$ cat src/design/dpbd_pkg.sv
// ----------------------------------------------------------------------------
// dpbd_pkg
// Shared types and constants of the DCF77 phase and bit decoder.
// ----------------------------------------------------------------------------
package dpbd_pkg;

    localparam int BINS_PER_SECOND = 100;
    localparam int SAMPLES_PER_BIN = 10;

    localparam int BIN_W  = 7;
    localparam int HS_W   = 4;
    localparam int HIST_W = 16;
    localparam int CORR_W = 32;
    localparam int WL_W   = 5;
    localparam int WC_W   = 7;

    // Bin offsets of the correlation taps and the noise sample.
    localparam int B10MS      = BINS_PER_SECOND / 100;
    localparam int START_OFS  = (10 - 2) * 10 * B10MS;
    localparam int MIDDLE_OFS = (10 - 1) * 10 * B10MS;
    localparam int NOISE_OFS  = 2 * 20 * B10MS;

    // Symbol window.
    localparam int WIN_LEN     = 20 * B10MS + 2 * B10MS;
    localparam int WIN_HALF    = 10 * B10MS;
    localparam int WIN_AFTER   = 10 * B10MS;
    localparam int WIN_BEFORE  = B10MS;
    localparam int HALF_THRESH = SAMPLES_PER_BIN * 5 * B10MS;

    localparam logic [1:0] SYM_SYNC = 2'd0;
    localparam logic [1:0] SYM_ZERO = 2'd2;

    localparam int          REG_BIN_CEILING   = 0;
    localparam logic [15:0] BIN_CEILING_RESET = 16'd3000;

    localparam int OUT_DEPTH = 4;
    localparam int OUT_PTR_W = 2;
    localparam int OUT_CNT_W = 3;

    typedef struct packed {
        logic [BIN_W-1:0] bin_index;
        logic [HS_W-1:0]  high_samples;
    } t_in_item;

    typedef struct packed {
        logic                     symbol_valid;
        logic [1:0]               symbol;
        logic [BIN_W-1:0]         phase;
        logic signed [CORR_W-1:0] signal_peak;
        logic signed [CORR_W-1:0] noise_level;
    } t_result;

    // Classified item handed from the front to the back.
    typedef struct packed {
        logic             in_range;
        logic [BIN_W-1:0] tick;
        logic [HS_W-1:0]  hs;
        logic [BIN_W-1:0] start;
        logic [BIN_W-1:0] middle;
    } t_cls;

endpackage

$ cat src/design/dpbd_out_queue.sv
// ----------------------------------------------------------------------------
// dpbd_out_queue
// Result queue between the back and the result ports.
// ----------------------------------------------------------------------------
module dpbd_out_queue (
    input  logic                           i_clk,
    input  logic                           i_rst_n,
    input  logic                           i_push,
    input  dpbd_pkg::t_result              i_res,
    input  logic                           i_pop,
    output logic                           o_empty,
    output dpbd_pkg::t_result              o_res,
    output logic [dpbd_pkg::OUT_CNT_W-1:0] o_count
);

    dpbd_pkg::t_result                r_q [dpbd_pkg::OUT_DEPTH];
    logic [dpbd_pkg::OUT_PTR_W-1:0]   r_wr_ptr, r_rd_ptr;
    logic [dpbd_pkg::OUT_CNT_W-1:0]   r_cnt;
    logic                             w_pop;

    assign o_empty = (r_cnt == '0);
    assign o_res   = r_q[r_rd_ptr];
    assign o_count = r_cnt;
    assign w_pop   = i_pop && !o_empty;

    always_ff @(posedge i_clk) begin
        if (!i_rst_n) begin
            r_wr_ptr <= '0;
            r_rd_ptr <= '0;
            r_cnt    <= '0;
        end else begin
            if (i_push) begin
                r_wr_ptr <= r_wr_ptr + 1'b1;
            end
            if (w_pop) begin
                r_rd_ptr <= r_rd_ptr + 1'b1;
            end
            if (i_push && !w_pop) begin
                r_cnt <= r_cnt + 1'b1;
            end else if (w_pop && !i_push) begin
                r_cnt <= r_cnt - 1'b1;
            end
        end
    end

    always_ff @(posedge i_clk) begin
        if (i_push) begin
            r_q[r_wr_ptr] <= i_res;
        end
    end

endmodule

$ cat config.mk
export PLATFORM = sky130hd
export DESIGN_NAME = dpbd_out_queue
export DESIGN_NICKNAME = d
export VERILOG_FILES = /design/src/design/dpbd_pkg.sv /design/src/design/dpbd_out_queue.sv
export SDC_FILE = /design/constraint.sdc
export NUM_CORES = 1
export LEC_CHECK = 0
export BUFFER_PORTS_ARGS = -buffer_cell sky130_fd_sc_hd__buf_2
export CORE_UTILIZATION = 55
export CTS_CLUSTER_SIZE = 8
export DETAILED_ROUTE_END_ITERATION = 8
export PLACE_DENSITY = 0.77
export SLEW_MARGIN = 20
export SYNTH_ARGS = -nofsm -noshare
export SYNTH_HDL_FRONTEND = slang
export SYNTH_SLANG_ARGS = --single-unit
$ cat constraint.sdc
create_clock -name i_clk -period 5.8 [get_ports i_clk]
set_input_delay 0.58 -clock i_clk [delete_from_list [all_inputs] [get_ports i_clk]]
set_output_delay 0.58 -clock i_clk [all_outputs]
set_load 0.02 [all_outputs]
==> summary.md <==
| Metric | Value |
|---|---|
| Power per Cell Area | 455 nW/um^2 |
| Sequential element share of the synthesized area | 81.5% |
| Ys flop type | edfxtp_1 |
| Final Hold Vio Count | 0 |
| Top cell type by total area after synthesis | edfxtp_1 |
| Post-Place Cells | 837 |
| Top-Level Pins | 156 |
| GRT Total Usage | 19.5% |
| Initial cell density of the core | 56.6% |
| Top cells by count, synth | edfxtp_1, mux4_2, and2_1, dfxtp_1 |
| Pin count of the biggest net entering global routing | 75 |
| Hold path startpoint | i_res[22] |
| Cell types occupying the most area after synthesis | edfxtp_1, mux4_2, dfxtp_1 |
| Area fraction of the dominant cell type after synthesis | 79.8% |
| Unrepaired setup endpoints after global routing | no |
| Most repeated cell in the gate-level netlist after synthesis | edfxtp_1 |
| CTS buffer count | 44 |
| Highest fanout seen on the critical path | 25 |
| Congestion Overflow GR | 0 |
| Async set-reset flop share out of synthesis | 0% |
| Post-synth EDFFs | 296 |
| Logic depth of the worst register-to-register path | 7 |
| Leakage power summed over all cells | 4.56 nW |
| Worst endpoint required time | 5.22 ns |
| Transition time of the tightest slew-check pin | 1.09 ns |
| ANT nets after route | 0 |
| Crit Reg-Reg Startpoint | o_count[1]$_SDFFE_PN0P_ |
| Cell Area, Synth | 11100 um^2 |
| Wire length of the first global-routing pass | 29.4 mm |
| Clock Skew | 0.0150 ns |
| Worst setup SP type | flop |
| Max VDD drop | 0.338 mV |
| Clock tree buffer depth | 3 |
| Post-CTS setup buffers | 0 |
| Total via count in the routed design | 5040 |
| Routed vias/inst | 5.59 |
| Initial antenna violation count | 2 |
| Count of mapped cells out of synthesis | 428 |
| # DRC | 0 |
| Worst Hold Depth | 1 |
| CTS clk-pin slew, worst paths | 0.05 ns |
| Synthesized flop and latch total | 305 |
| Post-detailed-placement half-perimeter wirelength | 10.9 mm |
| Count of input and output buffers | 155 |
| Number of warnings reported in the yosys synthesis log | 0 |
| Kind of critical path | flop to output port |
| Sink Count | 305 |
| Die Area | 20800 um^2 |
| Outcome | complete, no violations |
| Mean post-synth cell area | 26.0 um^2 |
| Final setup viols | 0 |
| Layout overhead on the synthesized area | 20.8% |
| Period utilisation layout | 51.7% |
| Core box area | 19700 um^2 |
| Number of core rows | 51 |
| Pre-CTS setup slack | 2.71 ns |
| CTS tree | yes |
| Violation count after the first detailed-route iteration | 243 |
| Post-synth cell types | 21 |
| Chip width | 144 um |
| Die height | 144 um |
| Nets in the synthesized netlist | 512 |
| Root Buffer | clkbuf_16 |
| RD Place Congestion | 0.714 |
| Post-cts gate resize count | 0 |
| Number of H-tree branching levels | 2 |
| Vias in the first global route | 5385 |
| Max-cap check violation count | 0 |
| Fmax | 334 MHz |
| Slew Limit Headroom | 27.7% |
| Post-route worst setup slack | 2.80 ns |
| Total count of max-transition violations in the final report | 0 |
| Routed wire per std cell | 21.7 um |
| Arrival time at the worst endpoint | 2.42 ns |
| Number of nets in the final layout | 703 |
| Tmin final | 3.00 ns |
| Pre-antenna DRT Iters | 4 |
| Final Routed Wirelength | 19.6 mm |
| Fraction of layout cells with a size suffix above 1 | 45.6% |
| Number of non-filler instances in the completed layout | 902 |
| Aggregate negative setup slack | 0 ns |
| Quantity of hold-fixing buffers added after cts | 0 |
| Clk_lat worst skew | 0.52 ns |
| Worst hold slack across all endpoints | 0.277 ns |
| Endpoint type of the worst setup path | output port |
| Path type of the worst min-delay path | input pin to flop |
flip-flops by register name, summed over array words and instances, names as in the netlist, named ones only:
register  flops
o_count       3
r_q         296
r_rd_ptr      2
r_wr_ptr      2
cell usage in the layout, fill, tap and decap left out:
| master | synthesis | final |
|---|---|---|
| inv_1 | 3 | 3 |
| or3_1 | 1 | 1 |
| clkbuf_1 | 1 | 15 |
| nor2b_1 | 2 | 2 |
| o31ai_2 | 1 | 1 |
| nor3_1 | 1 | 1 |
| dfxtp_1 | 9 | 7 |
| xnor2_1 | 3 | 3 |
| mux2i_1 | 2 | 2 |
| fa_1 | 1 | 1 |
| o21ai_0 | 1 | 1 |
| a21boi_0 | 1 | 1 |
| mux4_2 | 74 | 74 |
| clkinv_4 | 0 | 1 |
| inv_6 | 0 | 2 |
| buf_16 | 0 | 3 |
| diode_2 | 0 | 1 |
| and2_4 | 0 | 4 |
| ha_1 | 5 | 5 |
| o311ai_1 | 1 | 1 |
| xor2_1 | 2 | 2 |
| dfxtp_4 | 0 | 2 |
| buf_2 | 7 | 155 |
| clkbuf_16 | 0 | 45 |
| buf_4 | 1 | 3 |
| and2_1 | 9 | 5 |
| edfxtp_1 | 296 | 296 |
critical path, stage by stage, from the launching register on:
cell     delay, ns
dfxtp_4       0.61
buf_4         0.52
mux4_2        0.60
buf_2         0.18
layout make-up:
class | instances | area (um^2)
Antenna cell | 1 | 2.50
Timing Repair Buffer | 161 | 881
Sequential cell | 305 | 9080
Multi-Input combinational cell | 104 | 1940
Clock inverter | 3 | 26.3
Fill cell | 1268 | 6210
Tap cell | 265 | 332
Inverter | 3 | 11.3
Clock buffer | 60 | 1180
per-stage QoR:
stage	utilization, %	area, um^2	total power, W
final	68.4	13400	0.00612
after global routing	68.4	13400	0.00637
after CTS	68.3	13400	0.00618
after detailed placement	62.1	12200	0.00395
after global placement	61.8	12200	0.00392
after floorplan	-	11100	0.00361
logic make-up (layout without fill, tap and decap cells):
family | after synthesis | after routing | synth area share, %
flops | 305 | 305 | 81.5
mux | 76 | 76 | 15.2
buf+inv | 19 | 227 | 1.23
simple gates | 13 | 13 | 0.719
fa+ha+maj | 6 | 6 | 0.742
xor+xnor | 5 | 5 | 0.393
compound gates | 4 | 4 | 0.303
other cells | 0 | 1 | 0
where the power goes:
group | internal [W] | switching [W] | leakage (nW) | total (W)
registers | 0.00255 | 0.000118 | 2.79 | 0.00267
logic | 0.000581 | 0.000659 | 1.18 | 0.00124
clock network | 0.00139 | 0.000818 | 0.585 | 0.00221
total | 0.00453 | 0.00159 | 4.56 | 0.00612
path summary, 6_finish.rpt:
check,end,slack (ns)
worst max-delay path,o_res[57],2.80
worst min-delay path,r_q[1][22]$_DFFE_PP_,0.28
worst max register to register,o_count[2]$_SDFFE_PN0P_,3.68
worst min register to register,r_wr_ptr[1]$_SDFFE_PN0P_,0.59
metal layers:
layer  routed length, um  global-route usage, %  part of all wire, %
met3                1270                   4.64                  6.5
met4                 378                   7.09                  1.9
met5                  11                      0                0.056
met2                9960                   32.6                   51
met1                7940                   25.2                   41
(Power assumes the default switching activity.)
