`src/design/dpbd_pkg.sv`:
```
// ----------------------------------------------------------------------------
// dpbd_pkg
// Shared types and constants of the DCF77 phase and bit decoder.
// ----------------------------------------------------------------------------
package dpbd_pkg;

    localparam int BINS_PER_SECOND = 100;
    localparam int SAMPLES_PER_BIN = 10;

    localparam int BIN_W  = 7;
    localparam int HS_W   = 4;
    localparam int HIST_W = 16;
    localparam int CORR_W = 32;
    localparam int WL_W   = 5;
    localparam int WC_W   = 7;

    // Bin offsets of the correlation taps and the noise sample.
    localparam int B10MS      = BINS_PER_SECOND / 100;
    localparam int START_OFS  = (10 - 2) * 10 * B10MS;
    localparam int MIDDLE_OFS = (10 - 1) * 10 * B10MS;
    localparam int NOISE_OFS  = 2 * 20 * B10MS;

    // Symbol window.
    localparam int WIN_LEN     = 20 * B10MS + 2 * B10MS;
    localparam int WIN_HALF    = 10 * B10MS;
    localparam int WIN_AFTER   = 10 * B10MS;
    localparam int WIN_BEFORE  = B10MS;
    localparam int HALF_THRESH = SAMPLES_PER_BIN * 5 * B10MS;

    localparam logic [1:0] SYM_SYNC = 2'd0;
    localparam logic [1:0] SYM_ZERO = 2'd2;

    localparam int          REG_BIN_CEILING   = 0;
    localparam logic [15:0] BIN_CEILING_RESET = 16'd3000;

    localparam int OUT_DEPTH = 4;
    localparam int OUT_PTR_W = 2;
    localparam int OUT_CNT_W = 3;

    typedef struct packed {
        logic [BIN_W-1:0] bin_index;
        logic [HS_W-1:0]  high_samples;
    } t_in_item;

    typedef struct packed {
        logic                     symbol_valid;
        logic [1:0]               symbol;
        logic [BIN_W-1:0]         phase;
        logic signed [CORR_W-1:0] signal_peak;
        logic signed [CORR_W-1:0] noise_level;
    } t_result;

    // Classified item handed from the front to the back.
    typedef struct packed {
        logic             in_range;
        logic [BIN_W-1:0] tick;
        logic [HS_W-1:0]  hs;
        logic [BIN_W-1:0] start;
        logic [BIN_W-1:0] middle;
    } t_cls;

endpackage

```
`src/design/dpbd_front.sv`:
```
// ----------------------------------------------------------------------------
// dpbd_front
// Accept bins, classify them and hold them in a two-entry queue for the back.
// ----------------------------------------------------------------------------
module dpbd_front (
    input  logic              i_clk,
    input  logic              i_rst_n,
    input  logic              i_push,
    input  dpbd_pkg::t_in_item i_item,
    output logic              o_full,
    input  logic              i_pop,
    output logic              o_cls_valid,
    output dpbd_pkg::t_cls    o_cls
);

    dpbd_pkg::t_cls r_q [2];
    logic           r_wr_ptr, r_rd_ptr;
    logic [1:0]     r_cnt;
    dpbd_pkg::t_cls w_cls;
    logic           w_push, w_pop;

    // Classify: range check, clamp, correlation tap addresses.
    always_comb begin
        w_cls.tick     = i_item.bin_index;
        w_cls.in_range = i_item.bin_index < dpbd_pkg::BIN_W'(dpbd_pkg::BINS_PER_SECOND);
        w_cls.hs       = (i_item.high_samples > dpbd_pkg::HS_W'(dpbd_pkg::SAMPLES_PER_BIN))
                         ? dpbd_pkg::HS_W'(dpbd_pkg::SAMPLES_PER_BIN) : i_item.high_samples;
        if (i_item.bin_index >=
            dpbd_pkg::BIN_W'(dpbd_pkg::BINS_PER_SECOND - dpbd_pkg::START_OFS)) begin
            w_cls.start = i_item.bin_index
                          - dpbd_pkg::BIN_W'(dpbd_pkg::BINS_PER_SECOND - dpbd_pkg::START_OFS);
        end else begin
            w_cls.start = i_item.bin_index + dpbd_pkg::BIN_W'(dpbd_pkg::START_OFS);
        end
        if (i_item.bin_index >=
            dpbd_pkg::BIN_W'(dpbd_pkg::BINS_PER_SECOND - dpbd_pkg::MIDDLE_OFS)) begin
            w_cls.middle = i_item.bin_index
                           - dpbd_pkg::BIN_W'(dpbd_pkg::BINS_PER_SECOND - dpbd_pkg::MIDDLE_OFS);
        end else begin
            w_cls.middle = i_item.bin_index + dpbd_pkg::BIN_W'(dpbd_pkg::MIDDLE_OFS);
        end
    end

    assign o_full      = (r_cnt == 2'd2);
    assign o_cls_valid = (r_cnt != 2'd0);
    assign o_cls       = r_q[r_rd_ptr];
    assign w_push      = i_push && !o_full;
    assign w_pop       = i_pop && o_cls_valid;

    always_ff @(posedge i_clk) begin
        if (!i_rst_n) begin
            r_wr_ptr <= 1'b0;
            r_rd_ptr <= 1'b0;
            r_cnt    <= 2'd0;
        end else begin
            if (w_push) begin
                r_wr_ptr <= ~r_wr_ptr;
            end
            if (w_pop) begin
                r_rd_ptr <= ~r_rd_ptr;
            end
            if (w_push && !w_pop) begin
                r_cnt <= r_cnt + 2'd1;
            end else if (w_pop && !w_push) begin
                r_cnt <= r_cnt - 2'd1;
            end
        end
    end

    always_ff @(posedge i_clk) begin
        if (w_push) begin
            r_q[r_wr_ptr] <= w_cls;
        end
    end

endmodule

```
`config.mk`:
```
export PLATFORM = sky130hd
export DESIGN_NAME = dpbd_front
export DESIGN_NICKNAME = d
export VERILOG_FILES = /design/src/design/dpbd_pkg.sv /design/src/design/dpbd_front.sv
export SDC_FILE = /design/constraint.sdc
export NUM_CORES = 1
export LEC_CHECK = 0
export BUFFER_PORTS_ARGS = -buffer_cell sky130_fd_sc_hd__buf_2
export CAP_MARGIN = 20
export CORE_UTILIZATION = 50
export DETAILED_ROUTE_END_ITERATION = 16
export GPL_ROUTABILITY_DRIVEN = 1
export GPL_TIMING_DRIVEN = 0
export PLACE_DENSITY = 0.75
export SYNTH_ARGS = -nofsm -noshare
export SYNTH_HDL_FRONTEND = slang
export SYNTH_SLANG_ARGS = --single-unit
```
`constraint.sdc`:
```
create_clock -name i_clk -period 2.15 [get_ports i_clk]
set_input_delay 0.215 -clock i_clk [delete_from_list [all_inputs] [get_ports i_clk]]
set_output_delay 0.215 -clock i_clk [all_outputs]
set_load 0.02 [all_outputs]
```
==> flow_summary.toml, run 1 <==
[outcome]
outcome = "finished clean"

[pwr]
pwr-share-seq_pct = 45.7
power.internal_mw = 1.97
p_leak_nw = 1.14
cellPowerDensity_mw_per_mm2 = 1030
vdd_drop_max_mv = 0.750
p_switching_uw = 962
sw_frac_of_total_pct = 32.8
pwr-share-clk_pct = 18.3
combPwrFrac_pct = 36.0

[worst_setup_path]
cp.buffers_inverters = 3
critPathTopFamily = "buffers and inverters"
crit_path_max_incr_delay_ns = 0.43
setup.worst_path.end_class = "primary output"
reg2reg_slack_ns = 0.37
critical_path_class = "register to primary output"
cp_max_fo = 10
crit_chain = "clkbuf_2, mux2_2, buf_4, buf_2"
crit_path_top_delay_cell = "dfxtp_1"
required_ns = 1.93
start_kind = "register"
cp.arrival_ns = 1.74

[clocking]
cts_max_level = 2
cts_made_buffers = 5
clkTransAtPathRegs_ns = 0.09
cts_setup_buffers = 0
cts_sinks = 51
cts_tree = "yes"
clk_latency_ns = 0.30
clockBufferDepth = 2
cts-root-buf = "clkbuf_8"

[sta]
max_slew_margin_pct = 50.7
clock_skew_ns = 0.00604
fmax_ghz = 0.511
period_needed_ns = 1.96
rsz0062_at_grt = "no"
finalSetupViolations = 0
maxSlewViolCount = 0
report.final.hold_viol_count = 0
whs_ns = 0.114
post-route-period-util_pct = 91.1
tightest_slew_ns = 0.739

[placed_design]
dp_hpwl_um = 2820
port_buffers = 42
place.gp.congestion = 0.885

[flow_run]
cap_violations = 0

[yosys]
synth_area_mm2 = 0.00243
synthDistinctLibCells = 39
avgSynthCellArea_um2 = 14.1
muxShareOfSynthArea_pct = 11.7
yosysSeqAreaShare_pct = 60.9
ys_ff_latch = 51
synth_xor_xnor_area_share_pct = 2.52
synth_top_family_by_area = "multiplexers"
post_synth_and_or_nand_nor_area_fraction_pct = 6.43
synth_fa_ha_area_share_pct = 6.69
syn_inst = 172
synth_warnings = 0
syn-num-nets = 200
synth_compound_area_share_pct = 7.15

[grt]
first_global_vias = 1403
track_usage_pct = 16.7
antenna_found_initial = 0
grt_max_degree = 24
grt_pass1_wl_um = 6330
grt-ovfl-total = 0

[detailed_routing]
drc_errors = 0
drtPass1Iterations = 4
drtIter0Drc = 64
route.vias.total = 1477
route.met2.wl_um = 1980
viasPerCell = 5.31
routed_wl_um = 3930
ant_nets = 0
wl_met3_um = 219
highest_layer = "met4"
drt-met1-wl_um = 1670
routedWlPerCell_um = 14.1

[cells_and_area]
nets = 251
postLayoutCoreUtil_pct = 60.6
drive_gt1_share_pct = 40.2
diodes = 0
synthToLayoutAreaGrowth_pct = 17.0
nFillCells = 352

[floorplanning]
core_mm2 = 0.00469
rows = 25
dieHeight_um = 71.7
ios = 43
start_util_pct = 51.8
fp.dieW_um = 71.7
die-area_mm2 = 0.00515

[hold_path]
hp-class = "input port to register"
==> timing repair <==
action | in CTS | in global routing
gates resized for setup | 1 | 1
hold endpoints to repair | 0 | 0
hold buffers | 0 | 0
pin swaps | 0 | 0
endpoints found under the setup margin | 3 | 5
==> metrics by stage <==
stage / setup WS, ns / cells / area, µm² / TNS (ns) / total power [mW]
6_report: 0.191 / 278 / 2850 / 0 / 2.93
5_1_grt: 0.104 / 278 / 2850 / 0 / 3.08
4_1_cts: 0.0855 / 277 / 2820 / 0 / 2.95
3_5_place_dp: 0.126 / 269 / 2730 / 0 / 2.41
3_3_place_gp: -0.444 / 268 / 2710 / -10.19 / 2.38
2_1_floorplan: 0.157 / 172 / 2430 / 0 / 2.10
==> synth_stat cells <==
| library cell | instances | area share, % |
|---|---|---|
| edfxtp_1 | 46 | 57 |
| mux2_2 | 23 | 11 |
| ha_1 | 13 | 6.7 |
| inv_1 | 10 | 1.5 |
| o21ai_0 | 8 | 1.6 |
| and2_1 | 6 | 1.5 |
| nand2_1 | 6 | 0.93 |
| xnor2_1 | 6 | 2.2 |
| dfxtp_1 | 5 | 4.1 |
| nor2_1 | 5 | 0.77 |
| a21o_1 | 4 | 1.2 |
| buf_4 | 4 | 1.2 |
| nor3_1 | 3 | 0.62 |
| a211oi_1 | 2 | 0.62 |
| a21oi_1 | 2 | 0.41 |
| buf_2 | 2 | 0.41 |
| buf_6 | 2 | 0.93 |
| clkbuf_1 | 2 | 0.31 |
| nand2b_1 | 2 | 0.51 |
| o311ai_0 | 2 | 0.72 |
| a211o_1 | 1 | 0.36 |
| a21boi_0 | 1 | 0.31 |
| a311oi_1 | 1 | 0.36 |
| a31o_2 | 1 | 0.36 |
| and3_1 | 1 | 0.26 |
| buf_1 | 1 | 0.15 |
| mux2_4 | 1 | 0.62 |
| mux2i_1 | 1 | 0.41 |
| nand3_1 | 1 | 0.21 |
| nor2b_1 | 1 | 0.26 |
| o21a_1 | 1 | 0.31 |
| o21ai_1 | 1 | 0.21 |
| o22ai_1 | 1 | 0.26 |
| o2bb2ai_1 | 1 | 0.36 |
| or2_2 | 1 | 0.26 |
| or3_1 | 1 | 0.26 |
| or3_4 | 1 | 0.46 |
| or4_2 | 1 | 0.36 |
| xor2_1 | 1 | 0.36 |
==> metal layers <==
| layer | vias to the layer above | global-route usage [%] |
|---|---|---|
| li1 | 724 | - |
| met1 | 712 | 18.2 |
| met2 | 35 | 30.0 |
| met3 | 6 | 4.92 |
| met4 | 0 | 7.19 |
| met5 | - | 0 |
==> logic make-up after synthesis <==
kind of cell,count (synthesis)
muxes,25
buffers and inverters,21
and+or+nand+nor,29
DFF,51
adders and majority gates,13
AOI/OAI and AO/OA,26
xor gates and xnor gates,7
==> final cells by class <==
type                       count  area, µm²  share of cell area [%]
buffer                        11       76.3                    2.68
clock buffer                   6       72.6                    2.55
clock inverter                 2       16.3                   0.572
inverter                      10       37.5                    1.32
multi-input combinational    100        841                    29.6
sequential                    51       1480                    52.1
tap                           54       67.6                    2.37
timing repair buffer          44        253                    8.88
==> placed cells by master, fill, tap and decap left out, types with 2 or more instances in the layout <==
cell	n
nand2_1	6
edfxtp_1	46
inv_1	10
xnor2_1	6
o21ai_0	8
clkbuf_8	5
ha_1	13
buf_6	2
and2_1	6
nor3_1	3
a21oi_1	2
nor2_1	4
buf_4	4
mux2_2	23
o311ai_0	2
clkbuf_1	2
buf_2	44
a21o_1	4
dfxtp_1	5
a211oi_1	2
clkbuf_2	2
nand2b_1	2
==> power by group through the flow <==
stage | clock network, mW | logic [mW] | registers [mW]
after detailed placement | 0 | 1.04 | 1.37
after CTS | 0.551 | 1.05 | 1.34
final | 0.536 | 1.06 | 1.34
after floorplan | 0 | 0.749 | 1.35
after global placement | 0 | 1.02 | 1.36
after global routing | 0.582 | 1.14 | 1.36
==> state kept, by name, summed over array words and instances (netlist names), named ones only <==
register / flops
r_q: 46
r_cnt: 2
r_rd_ptr: 1
r_wr_ptr: 1
==> final timing paths <==
| check | from | to | depth (start not counted) |
|---|---|---|---|
| worst min-delay path | i_item[10] | r_q[0][24] | 1 |
| worst min register to register | r_cnt[1] | r_cnt[1] | 2 |
| worst max register to register | r_cnt[0] | r_q[0][5] | 4 |
| worst max-delay path | register | o_cls[18] | 4 |
Power figures use the tool's default switching activity.
==> run 2, diff against run 1 <==
- REMOVE_ABC_BUFFERS: not set -> 1
==> run 2 against run 1 <==
Compared with the run above:
- global-route usage down 0.68 points
- critical endpoint is now o_cls[0]
- power shrank 2.2%
- cell area is 2.8% lower
- largest cell class unchanged
==> flow_summary.toml, run 2 (synthesized netlist as in run 1, its figures left out) <==
[clocking]
cts-root-buf = "clkbuf_8"
cts_max_level = 2
cts_made_buffers = 5
clockBufferDepth = 2
postCtsHoldBufs = 0
clkTransAtPathRegs_ns = 0.09
cts_tree = "yes"
cts_sinks = 51
clk_latency_ns = 0.30

[detailed_routing]
drtPass1Iterations = 4
drc_errors = 0
routed_wl_um = 3700
viasPerCell = 5.29
routedWlPerCell_um = 13.8
ant_nets = 0
drtIter0Drc = 51
route.vias.total = 1412

[pwr]
cellPowerDensity_mw_per_mm2 = 1040
vdd_drop_max_mv = 0.644
p_leak_nw = 1.09

[grt]
antenna_found_initial = 0
grt-ovfl-total = 0
track_usage_pct = 16.0
grt_pass1_wl_um = 6090
first_global_vias = 1313
grt_max_degree = 24

[floorplanning]
rows = 25
dieHeight_um = 71.7
die-area_mm2 = 0.00515
core_mm2 = 0.00469
ios = 43
fp.dieW_um = 71.7
start_util_pct = 51.8

[sta]
post-route-period-util_pct = 82.6
report.final.hold_viol_count = 0
maxSlewViolCount = 0
finalSetupViolations = 0
fmax_ghz = 0.563
period_needed_ns = 1.78
max_slew_margin_pct = 63.5
clock_skew_ns = 0.00304
tightest_slew_ns = 0.547
rsz0062_at_grt = "no"

[cells_and_area]
synthToLayoutAreaGrowth_pct = 13.7
postLayoutCoreUtil_pct = 58.9
reg_top3 = "r_q: 46 flops, r_cnt: 2 flops"
drive_gt1_share_pct = 37.6
final_cell_area_mm2 = 0.00277
diodes = 0
layout_common_cells = "edfxtp_1, buf_2, mux2_2"
nFillCells = 374
regMostFlops = "r_q"
layout_commonest_cell = "edfxtp_1"
largest_reg_flops = 46
nets = 240

[flow_run]
cap_violations = 0

[outcome]
outcome = "finished clean"

[worst_setup_path]
reg2reg_slack_ns = 0.52
reg2reg_depth = 6
reg2reg_to = "r_cnt[1]"
r2r_start = "r_cnt[0]"
cp_max_fo = 23
required_ns = 1.93
crit_path_top_delay_cell = "dfxtp_2"
start_kind = "register"
crit_path_max_incr_delay_ns = 0.68
critical_path_class = "register to primary output"
critPathTopFamily = "flip-flops"
critPathCapture = "o_cls[0]"
cp.depth = 2
cp.arrival_ns = 1.56
cp.buffers_inverters = 1
crit_chain = "mux2_2, buf_2"
setup.worst_path.end_class = "primary output"

[hold_path]
hp-class = "input port to register"

[placed_design]
port_buffers = 42
dp_hpwl_um = 2490
place.gp.congestion = 0.802
placed_cell_area_mm2 = 0.00267
-- run 2: cell count changes in the layout (fill, tap and decap cells not counted), sizes merged --
cell and delta:
buf -8, clkbuf -4, clkinv +2, inv -1
-- run 2: area by class of cell --
cell class	instances	area, µm²	share of cell area, %
clock buffer	5	68.8	2.49
inverter	10	37.5	1.36
clock inverter	3	15.0	0.543
tap	54	67.6	2.44
sequential	51	1480	53.6
timing repair buffer	44	253	9.14
multi-input combinational	100	841	30.4
-- run 2: power by group --
part	leakage (nW)	switching, mW	internal (mW)
clock network	0.0392	0.298	0.221
registers	0.471	0.105	1.28
logic	0.581	0.535	0.428
-- run 2: layer usage --
metal / part of all wire, % / global-route usage [%] / vias up
li1: - / - / 703
met1: 44 / 19.3 / 667
met2: 51 / 28.2 / 36
met3: 4.0 / 3.80 / 6
met4: 1.4 / 5.23 / 0
met5: 0 / 0 / -
-- run 2: metrics by stage --
stage	hold slack, ns	instances	setup slack [ns]	TNS (ns)	total power [mW]
6_report	0.135	267	0.374	0	2.87
5_1_grt	0.131	267	0.272	0	3.04
4_1_cts	0.128	266	0.258	0	2.89
3_5_place_dp	0.446	258	0.186	0	2.38
3_3_place_gp	0.439	257	-0.395	-9.06	2.33
2_1_floorplan	0.314	161	0.157	0	2.06
-- run 2: worst min path at each step --
stage                         start         end  slack (ns)  cells past startpoint
after CTS                 i_item[4]  r_q[1][18]        0.13                      1
after detailed placement  i_item[4]  r_q[1][18]        0.45                      1
final                     i_item[4]  r_q[1][18]        0.13                      1
after global routing      i_item[4]  r_q[1][18]        0.13                      1
after global placement    i_item[4]  r_q[1][18]        0.44                      1
after floorplan           i_item[3]  r_q[0][17]        0.31                      0
-- run 2: timing repair --
action                     4_1_cts  5_1_grt
hold endpoints to repair         0        0
setup endpoints to repair       26        0
resized for setup                1        0
buffers inserted                 0        0
