$ cat config.mk
export PLATFORM = sky130hd
export DESIGN_NAME = dpbd_back
export DESIGN_NICKNAME = d
export VERILOG_FILES = /design/src/design/dpbd_pkg.sv /design/src/design/dpbd_ram.sv /design/src/design/dpbd_back.sv
export SDC_FILE = /design/constraint.sdc
export NUM_CORES = 2
export LEC_CHECK = 0
export BUFFER_PORTS_ARGS = -buffer_cell sky130_fd_sc_hd__buf_2
export CAP_MARGIN = 15
export CORE_MARGIN = 2
export CORE_UTILIZATION = 35
export CTS_CLUSTER_SIZE = 40
export DETAILED_ROUTE_END_ITERATION = 10
export PLACE_DENSITY = 0.52
export SYNTH_ARGS = -nofsm -noshare
export SYNTH_HDL_FRONTEND = slang
export SYNTH_MEMORY_MAX_BITS = 65536
export SYNTH_SLANG_ARGS = --single-unit
$ cat constraint.sdc
create_clock -name i_clk -period 31.7 [get_ports i_clk]
set_clock_uncertainty 0.05 [all_clocks]
set_input_delay 7.925 -clock i_clk [delete_from_list [all_inputs] [get_ports i_clk]]
set_output_delay 7.925 -clock i_clk [all_outputs]
set_load 0.05 [all_outputs]
$ cat src/design/dpbd_pkg.sv
// ----------------------------------------------------------------------------
// dpbd_pkg
// Shared types and constants of the DCF77 phase and bit decoder.
// ----------------------------------------------------------------------------
package dpbd_pkg;

    localparam int BINS_PER_SECOND = 100;
    localparam int SAMPLES_PER_BIN = 10;

    localparam int BIN_W  = 7;
    localparam int HS_W   = 4;
    localparam int HIST_W = 16;
    localparam int CORR_W = 32;
    localparam int WL_W   = 5;
    localparam int WC_W   = 7;

    // Bin offsets of the correlation taps and the noise sample.
    localparam int B10MS      = BINS_PER_SECOND / 100;
    localparam int START_OFS  = (10 - 2) * 10 * B10MS;
    localparam int MIDDLE_OFS = (10 - 1) * 10 * B10MS;
    localparam int NOISE_OFS  = 2 * 20 * B10MS;

    // Symbol window.
    localparam int WIN_LEN     = 20 * B10MS + 2 * B10MS;
    localparam int WIN_HALF    = 10 * B10MS;
    localparam int WIN_AFTER   = 10 * B10MS;
    localparam int WIN_BEFORE  = B10MS;
    localparam int HALF_THRESH = SAMPLES_PER_BIN * 5 * B10MS;

    localparam logic [1:0] SYM_SYNC = 2'd0;
    localparam logic [1:0] SYM_ZERO = 2'd2;

    localparam int          REG_BIN_CEILING   = 0;
    localparam logic [15:0] BIN_CEILING_RESET = 16'd3000;

    localparam int OUT_DEPTH = 4;
    localparam int OUT_PTR_W = 2;
    localparam int OUT_CNT_W = 3;

    typedef struct packed {
        logic [BIN_W-1:0] bin_index;
        logic [HS_W-1:0]  high_samples;
    } t_in_item;

    typedef struct packed {
        logic                     symbol_valid;
        logic [1:0]               symbol;
        logic [BIN_W-1:0]         phase;
        logic signed [CORR_W-1:0] signal_peak;
        logic signed [CORR_W-1:0] noise_level;
    } t_result;

    // Classified item handed from the front to the back.
    typedef struct packed {
        logic             in_range;
        logic [BIN_W-1:0] tick;
        logic [HS_W-1:0]  hs;
        logic [BIN_W-1:0] start;
        logic [BIN_W-1:0] middle;
    } t_cls;

endpackage

$ cat src/design/dpbd_ram.sv
// ----------------------------------------------------------------------------
// dpbd_ram
// Generic one-write, one-read RAM with registered read (old data on collision).
// ----------------------------------------------------------------------------
module dpbd_ram #(
    parameter int WIDTH = 16,
    parameter int DEPTH = 100
) (
    input  logic                     i_clk,
    input  logic                     i_we,
    input  logic [$clog2(DEPTH)-1:0] i_waddr,
    input  logic [WIDTH-1:0]         i_wdata,
    input  logic                     i_re,
    input  logic [$clog2(DEPTH)-1:0] i_raddr,
    output logic [WIDTH-1:0]         o_rdata
);

    logic [WIDTH-1:0] r_mem [DEPTH];
    logic [WIDTH-1:0] r_rdata;

    always_ff @(posedge i_clk) begin
        if (i_we) begin
            r_mem[i_waddr] <= i_wdata;
        end
        if (i_re) begin
            r_rdata <= r_mem[i_raddr];
        end
    end

    assign o_rdata = r_rdata;

endmodule

$ cat src/design/dpbd_back.sv
// ----------------------------------------------------------------------------
// dpbd_back
// Histogram update, running correlation, peak and noise tracking, symbol window.
// ----------------------------------------------------------------------------
module dpbd_back (
    input  logic                            i_clk,
    input  logic                            i_rst_n,
    input  logic [15:0]                     i_ceiling,
    input  logic                            i_cls_valid,
    input  dpbd_pkg::t_cls                  i_cls,
    output logic                            o_issue,
    input  logic [dpbd_pkg::OUT_CNT_W-1:0]  i_out_count,
    output logic                            o_res_push,
    output dpbd_pkg::t_result               o_res
);

    localparam int BW = dpbd_pkg::BIN_W;
    localparam int HW = dpbd_pkg::HIST_W;
    localparam int CW = dpbd_pkg::CORR_W;

    // Read stage -> execute stage
    logic                r_e_valid;
    dpbd_pkg::t_cls      r_e;
    logic [dpbd_pkg::BINS_PER_SECOND-1:0] r_hvalid;
    logic                r_v_tick, r_v_start, r_v_mid;
    logic [HW-1:0]       w_rd_tick, w_rd_start, w_rd_mid;

    // Last histogram write, for forwarding
    logic                r_lw_valid;
    logic [BW-1:0]       r_lw_addr;
    logic [HW-1:0]       r_lw_data;

    // Tracking state
    logic [CW-1:0]       r_corr, r_peak, r_noise, r_peak_reg, r_noise_reg;
    logic [BW-1:0]       r_pidx, r_phase;
    logic [dpbd_pkg::WL_W-1:0] r_wl;
    logic [dpbd_pkg::WC_W-1:0] r_wc;
    logic [1:0]          r_partial;

    logic [CW-1:0]       n_corr, n_peak, n_noise, n_peak_reg, n_noise_reg;
    logic [BW-1:0]       n_pidx, n_phase;
    logic [dpbd_pkg::WL_W-1:0] n_wl;
    logic [dpbd_pkg::WC_W-1:0] n_wc;
    logic [1:0]          n_partial;

    logic [HW-1:0]       w_hb, w_hstart, w_hmid, w_b1, w_b2, w_leak;
    logic [HW:0]         w_bsum;
    logic [BW-1:0]       w_noise_idx, w_after, w_before;
    logic                w_we, w_sym_valid;
    logic [1:0]          w_sym;

    // Issue a read only with room for its result in the result queue.
    assign o_issue = i_cls_valid &&
                     ({1'b0, i_out_count} + {{dpbd_pkg::OUT_CNT_W{1'b0}}, r_e_valid}
                      < (dpbd_pkg::OUT_CNT_W+1)'(dpbd_pkg::OUT_DEPTH));

    dpbd_ram #(.WIDTH(HW), .DEPTH(dpbd_pkg::BINS_PER_SECOND)) u_ram_tick (
        .i_clk(i_clk), .i_we(w_we), .i_waddr(r_e.tick), .i_wdata(w_b2),
        .i_re(o_issue), .i_raddr(i_cls.tick), .o_rdata(w_rd_tick)
    );
    dpbd_ram #(.WIDTH(HW), .DEPTH(dpbd_pkg::BINS_PER_SECOND)) u_ram_start (
        .i_clk(i_clk), .i_we(w_we), .i_waddr(r_e.tick), .i_wdata(w_b2),
        .i_re(o_issue), .i_raddr(i_cls.start), .o_rdata(w_rd_start)
    );
    dpbd_ram #(.WIDTH(HW), .DEPTH(dpbd_pkg::BINS_PER_SECOND)) u_ram_mid (
        .i_clk(i_clk), .i_we(w_we), .i_waddr(r_e.tick), .i_wdata(w_b2),
        .i_re(o_issue), .i_raddr(i_cls.middle), .o_rdata(w_rd_mid)
    );

    assign w_we = r_e_valid && r_e.in_range;

    always_comb begin
        // Forward last write; never-written bins read as zero.
        w_hb     = (r_lw_valid && r_lw_addr == r_e.tick)   ? r_lw_data :
                   (r_v_tick  ? w_rd_tick  : '0);
        w_hstart = (r_lw_valid && r_lw_addr == r_e.start)  ? r_lw_data :
                   (r_v_start ? w_rd_start : '0);
        w_hmid   = (r_lw_valid && r_lw_addr == r_e.middle) ? r_lw_data :
                   (r_v_mid   ? w_rd_mid   : '0);

        // Grow below the ceiling (saturating), then leak by the low count.
        w_bsum = {1'b0, w_hb} + (HW+1)'(r_e.hs);
        if (w_hb < i_ceiling) begin
            w_b1 = w_bsum[HW] ? {HW{1'b1}} : w_bsum[HW-1:0];
        end else begin
            w_b1 = w_hb;
        end
        w_leak = HW'(dpbd_pkg::SAMPLES_PER_BIN) - HW'(r_e.hs);
        w_b2   = (w_b1 > w_leak) ? (w_b1 - w_leak) : w_b1;

        if (r_phase >= BW'(dpbd_pkg::BINS_PER_SECOND - dpbd_pkg::NOISE_OFS)) begin
            w_noise_idx = r_phase - BW'(dpbd_pkg::BINS_PER_SECOND - dpbd_pkg::NOISE_OFS);
        end else begin
            w_noise_idx = r_phase + BW'(dpbd_pkg::NOISE_OFS);
        end

        n_corr      = r_corr;
        n_peak      = r_peak;
        n_pidx      = r_pidx;
        n_noise     = r_noise;
        n_phase     = r_phase;
        n_peak_reg  = r_peak_reg;
        n_noise_reg = r_noise_reg;
        n_wl        = r_wl;
        n_wc        = r_wc;
        n_partial   = r_partial;
        w_sym_valid = 1'b0;
        w_sym       = dpbd_pkg::SYM_SYNC;
        w_after     = '0;
        w_before    = '0;

        if (r_e.in_range) begin
            if ($signed(r_corr) > $signed(r_peak)) begin
                n_peak = r_corr;
                n_pidx = r_e.start;
            end
            if (r_e.tick == w_noise_idx) begin
                n_noise = r_corr;
            end
            if (r_e.tick == '0) begin
                n_peak_reg  = n_peak;
                n_noise_reg = n_noise;
                n_phase     = n_pidx;
                n_peak      = '0;
            end

            n_corr = r_corr - {{(CW-HW-1){1'b0}}, w_hstart, 1'b0}
                     + CW'(w_hmid) + CW'(w_b2);

            // Distances from the phase, both ways around the frame.
            if (r_e.tick >= n_phase) begin
                w_after = r_e.tick - n_phase;
            end else begin
                w_after = r_e.tick + BW'(dpbd_pkg::BINS_PER_SECOND) - n_phase;
            end
            if (n_phase >= r_e.tick) begin
                w_before = n_phase - r_e.tick;
            end else begin
                w_before = n_phase + BW'(dpbd_pkg::BINS_PER_SECOND) - r_e.tick;
            end

            if (r_wl == '0 && (w_after <= BW'(dpbd_pkg::WIN_AFTER)
                               || w_before <= BW'(dpbd_pkg::WIN_BEFORE))) begin
                n_wl = dpbd_pkg::WL_W'(dpbd_pkg::WIN_LEN);
            end

            if (n_wl != '0) begin
                n_wl = n_wl - 1'b1;
                n_wc = r_wc + dpbd_pkg::WC_W'(r_e.hs);
                if (n_wl > dpbd_pkg::WL_W'(dpbd_pkg::WIN_HALF)) begin
                    if (n_wl == dpbd_pkg::WL_W'(dpbd_pkg::WIN_HALF + 1)) begin
                        n_partial = (n_wc > dpbd_pkg::WC_W'(dpbd_pkg::HALF_THRESH))
                                    ? dpbd_pkg::SYM_ZERO : dpbd_pkg::SYM_SYNC;
                        n_wc      = '0;
                    end
                end else if (n_wl == '0) begin
                    if (n_wc > dpbd_pkg::WC_W'(dpbd_pkg::HALF_THRESH)) begin
                        n_partial = n_partial + 2'd1;
                    end
                    n_wc        = '0;
                    w_sym_valid = 1'b1;
                    w_sym       = n_partial;
                end
            end
        end
    end

    assign o_res_push         = r_e_valid;
    assign o_res.symbol_valid = w_sym_valid;
    assign o_res.symbol       = w_sym;
    assign o_res.phase        = n_phase;
    assign o_res.signal_peak  = n_peak_reg;
    assign o_res.noise_level  = n_noise_reg;

    always_ff @(posedge i_clk) begin
        if (!i_rst_n) begin
            r_e_valid   <= 1'b0;
            r_lw_valid  <= 1'b0;
            r_hvalid    <= '0;
            r_corr      <= '0;
            r_peak      <= '0;
            r_pidx      <= '0;
            r_noise     <= '0;
            r_phase     <= '0;
            r_peak_reg  <= '0;
            r_noise_reg <= '0;
            r_wl        <= '0;
            r_wc        <= '0;
            r_partial   <= 2'd0;
        end else begin
            r_e_valid  <= o_issue;
            r_lw_valid <= w_we;
            if (w_we) begin
                r_hvalid[r_e.tick] <= 1'b1;
            end
            if (r_e_valid) begin
                r_corr      <= n_corr;
                r_peak      <= n_peak;
                r_pidx      <= n_pidx;
                r_noise     <= n_noise;
                r_phase     <= n_phase;
                r_peak_reg  <= n_peak_reg;
                r_noise_reg <= n_noise_reg;
                r_wl        <= n_wl;
                r_wc        <= n_wc;
                r_partial   <= n_partial;
            end
        end
    end

    always_ff @(posedge i_clk) begin
        if (o_issue) begin
            r_e       <= i_cls;
            r_v_tick  <= r_hvalid[i_cls.tick];
            r_v_start <= r_hvalid[i_cls.start];
            r_v_mid   <= r_hvalid[i_cls.middle];
        end
        if (w_we) begin
            r_lw_addr <= r_e.tick;
            r_lw_data <= w_b2;
        end
    end

endmodule

==> out/summary.txt <==
Yosys top cell area share = 46.0%
Max reg flops = 1232
R2R Setup Slk = 21.03 ns
Num Clock Sinks = 1990
Antenna violations before repair = 35
Clk_lat worst skew = 0.90 ns
Hold EP = r_noise[28]$_SDFFE_PN0P_
Post-Synth Adder-Cell Area = 2.50%
Tmin final = 17.11 ns
Final setup TNS = 0 ns
Nets = 6816
Post-Synth Simple-Gate Area = 4.29%
Slowest CP cell = or4_1
FF-to-FF path depth = 37
DRT Wirelength = 379000 um
Status = finished clean
Top flop regs = u_ram_start.r_mem: 1232 flops, u_ram_tick.r_mem: 368 flops, r_hvalid: 100 flops
IO Port Bufs = 123
Core area = 315000 um^2
Die footprint = 322000 um^2
Count leader, synth = edfxtp_1
Mapped Area = 111000 um^2
Post-route worst setup slack = 14.59 ns
CP Launch Type = flop
H-tree levels = 4
Crit share post-route = 54.0%
Num rows = 206
Post-cts resize count = 0
DR DRC count = 0
Total CTS buffers = 223
Most frequent CP cell = a21oi_1
Hold buffers post-CTS = 0
Hold path depth = 2
Final Hold Viols = 0
Vias in the first global route = 68000
Hold wc startpoint = r_noise[28]$_SDFFE_PN0P_
Post-synthesis compound-gate area fraction = 3.34%
Synth top area cells = edfxtp_1 46%, mux4_2 33%, dfxtp_1 5.2%
Worst Hold Class = reg -> reg
CTS root buffer = clkbuf_16
Largest net degree at the start of global routing = 108
Beginning of the critical path = r_corr[25]$_SDFFE_PN0P_
Reg-to-reg endpoint = r_corr[31]$_SDFFE_PN0P_
Area grow syn2layout = 11.9%
Setup slack at placement = 14.62 ns
Mapped Cells = 6547
CTS tree = yes
Post-synthesis xor/xnor area fraction = 0.797%
Leak = 0.0396 uW
DP Wirelength = 233000 um
Post-CTS setup buffer count = 0
Worst setup EP type = output port
Sequential element share of the synthesized area = 51.2%
RSZ-0062 raised after global routing = false
Vias = 68400
Max Slew Vio Count = 0
Congestion Overflow GR = 0
PD cells = 54.6 nW/um^2
R2R Path Start = r_e[21]$_DFFE_PP_
Synthesis Warnings = 0
Syn avg cell area = 17.0 um^2
Worst Tran Pin Value = 1.17 ns
Layout Cells excl Fill = 10900
Final setup violation count = 0
Vias/cell = 6.25
Remaining antenna violation count = 0
Crit-path max cell delay = 0.82 ns
Crit Path Class = reg -> out
Average wire per standard cell = 34.7 um
Worst Path Arrival = 9.13 ns
Syn nets = 6790
Max-Cap Viols = 0
Num ports = 124
Distinct cells, synth = 78
Worst VDD drop = 0.0872 mV
Top post-synthesis cells by count = 1700 x edfxtp_1, 1632 x mux4_2, 439 x nor2_1
Starting DRT DRC Count = 8287
Post-synth ARST share = 0%
WP data required = 23.73 ns
Gr usage total = 23.2%
TritonRoute pass-1 iters = 5
EDFF count, synth = 1700
Starting density of the core = 35.2%
Mux share of post-synthesis cell area = 35.2%
CTS Buffer Depth = 4
Slew HR = 22.1%
Biggest register = u_ram_start.r_mem
Maximum fanout along the worst path = 35
Biggest area consumer among synthesized cells = edfxtp_1
Achievable Freq = 58.5 MHz
First-pass GRT wire length = 531000 um
Largest family of logic cells by synthesized area = multiplexers
Top FF cell, synth = edfxtp_1
Synth Register Bits = 1990
Die X = 567 um
Clock-pin slew on the worst setup and hold paths = 0.06 ns
RD Place Congestion = 0.979
Share of layout cells above drive strength 1 = 37.8%
DP Cell Count = 10500
Die Ht = 567 um
## worst max-delay path: cells and delay by family, from the launching register on
family,cells,cell delay (ns)
xor gates and xnor gates,2,0.19
adders and majority gates,4,1.55
and+or+nand+nor,8,2.01
muxes,2,1.02
AOI/OAI and AO/OA,8,1.75
DFF,1,0.42
buffers and inverters,4,1.22
## cell usage in the layout (no fill, tap or decap), types with 28 or more instances in the layout
cell       netlist  final
nor2_1         439    337
nand2_1        313    311
mux2_2         107     99
o21ai_0        185    185
xor2_1          38     38
mux4_2        1632   1632
a211oi_1        30     30
nand4_1         56     56
buf_4            8    213
xnor2_1         63     63
clkinv_2         0     45
buf_2          107    107
dfxtp_1        290    290
nand3b_1        35     35
clkinv_1         1     51
clkbuf_16        0    224
nor2_2           1     86
a21oi_1        204    204
inv_1          190    189
fa_1            44     44
a21o_1          41     40
o311ai_0        28     28
mux2i_1        105    103
ha_1           151    151
nand3_1         95     95
edfxtp_1      1700   1700
## power by group
group          switching, uW  total [uW]  internal (uW)  leakage [uW]
clock                   1100        2630           1520       0.00356
sequential              15.8        2990           2970        0.0178
combinational            753        1170            417        0.0183
## cells by family after synthesis
logic type / after synthesis
flip-flops: 1990
AO/OA/AOI/OAI: 619
AND/OR/NAND/NOR: 1064
buffers and inverters: 732
multiplexers: 1846
adder cells (fa/ha/maj): 195
XOR/XNOR: 101
## how the worst max path moves through the flow
stage | endpoint | slack, ns | depth (start not counted)
finish | o_res[72] | 14.59 | 28
global route | o_res[72] | 13.94 | 28
CTS | o_res[72] | 14.48 | 28
detailed placement | o_issue | 14.62 | 5
global placement | o_issue | 14.61 | 5
floorplan | o_issue | 8.39 | 1
## cell type report
| class | count | area (um^2) |
|---|---|---|
| clock inverter | 143 | 1390 |
| tap | 4160 | 5200 |
| antenna | 26 | 65.1 |
| clock buffer | 258 | 5850 |
| multi-input combinational | 3825 | 51700 |
| timing repair buffer | 342 | 2510 |
| fill | 28400 | 191000 |
| sequential | 1990 | 56900 |
| inverter | 191 | 724 |
## per-stage QoR
| stage | cell area, um^2 | hold WS [ns] | total power [uW] | utilization (%) |
|---|---|---|---|---|
| floorplan | 111000 | 0.381 | 3810 | - |
| CTS | 124000 | 0.401 | 6820 | 39.4 |
| detailed placement | 117000 | 0.392 | 4210 | 37.1 |
| global route | 124000 | 0.422 | 6990 | 39.4 |
| finish | 124000 | 0.400 | 6790 | 39.4 |
| global placement | 117000 | 0.387 | 4200 | 37.1 |
## metal layers
| metal | up-vias | global-route usage, % | share of wire (%) |
|---|---|---|---|
| met1 | 36800 | 31.1 | 39 |
| met4 | 4 | 10.2 | 4.9 |
| met3 | 627 | 5.05 | 9.2 |
| li1 | 27500 | - | - |
| met2 | 3436 | 36.5 | 47 |
| met5 | - | 0.119 | 0.018 |
(Power assumes the default switching activity.)
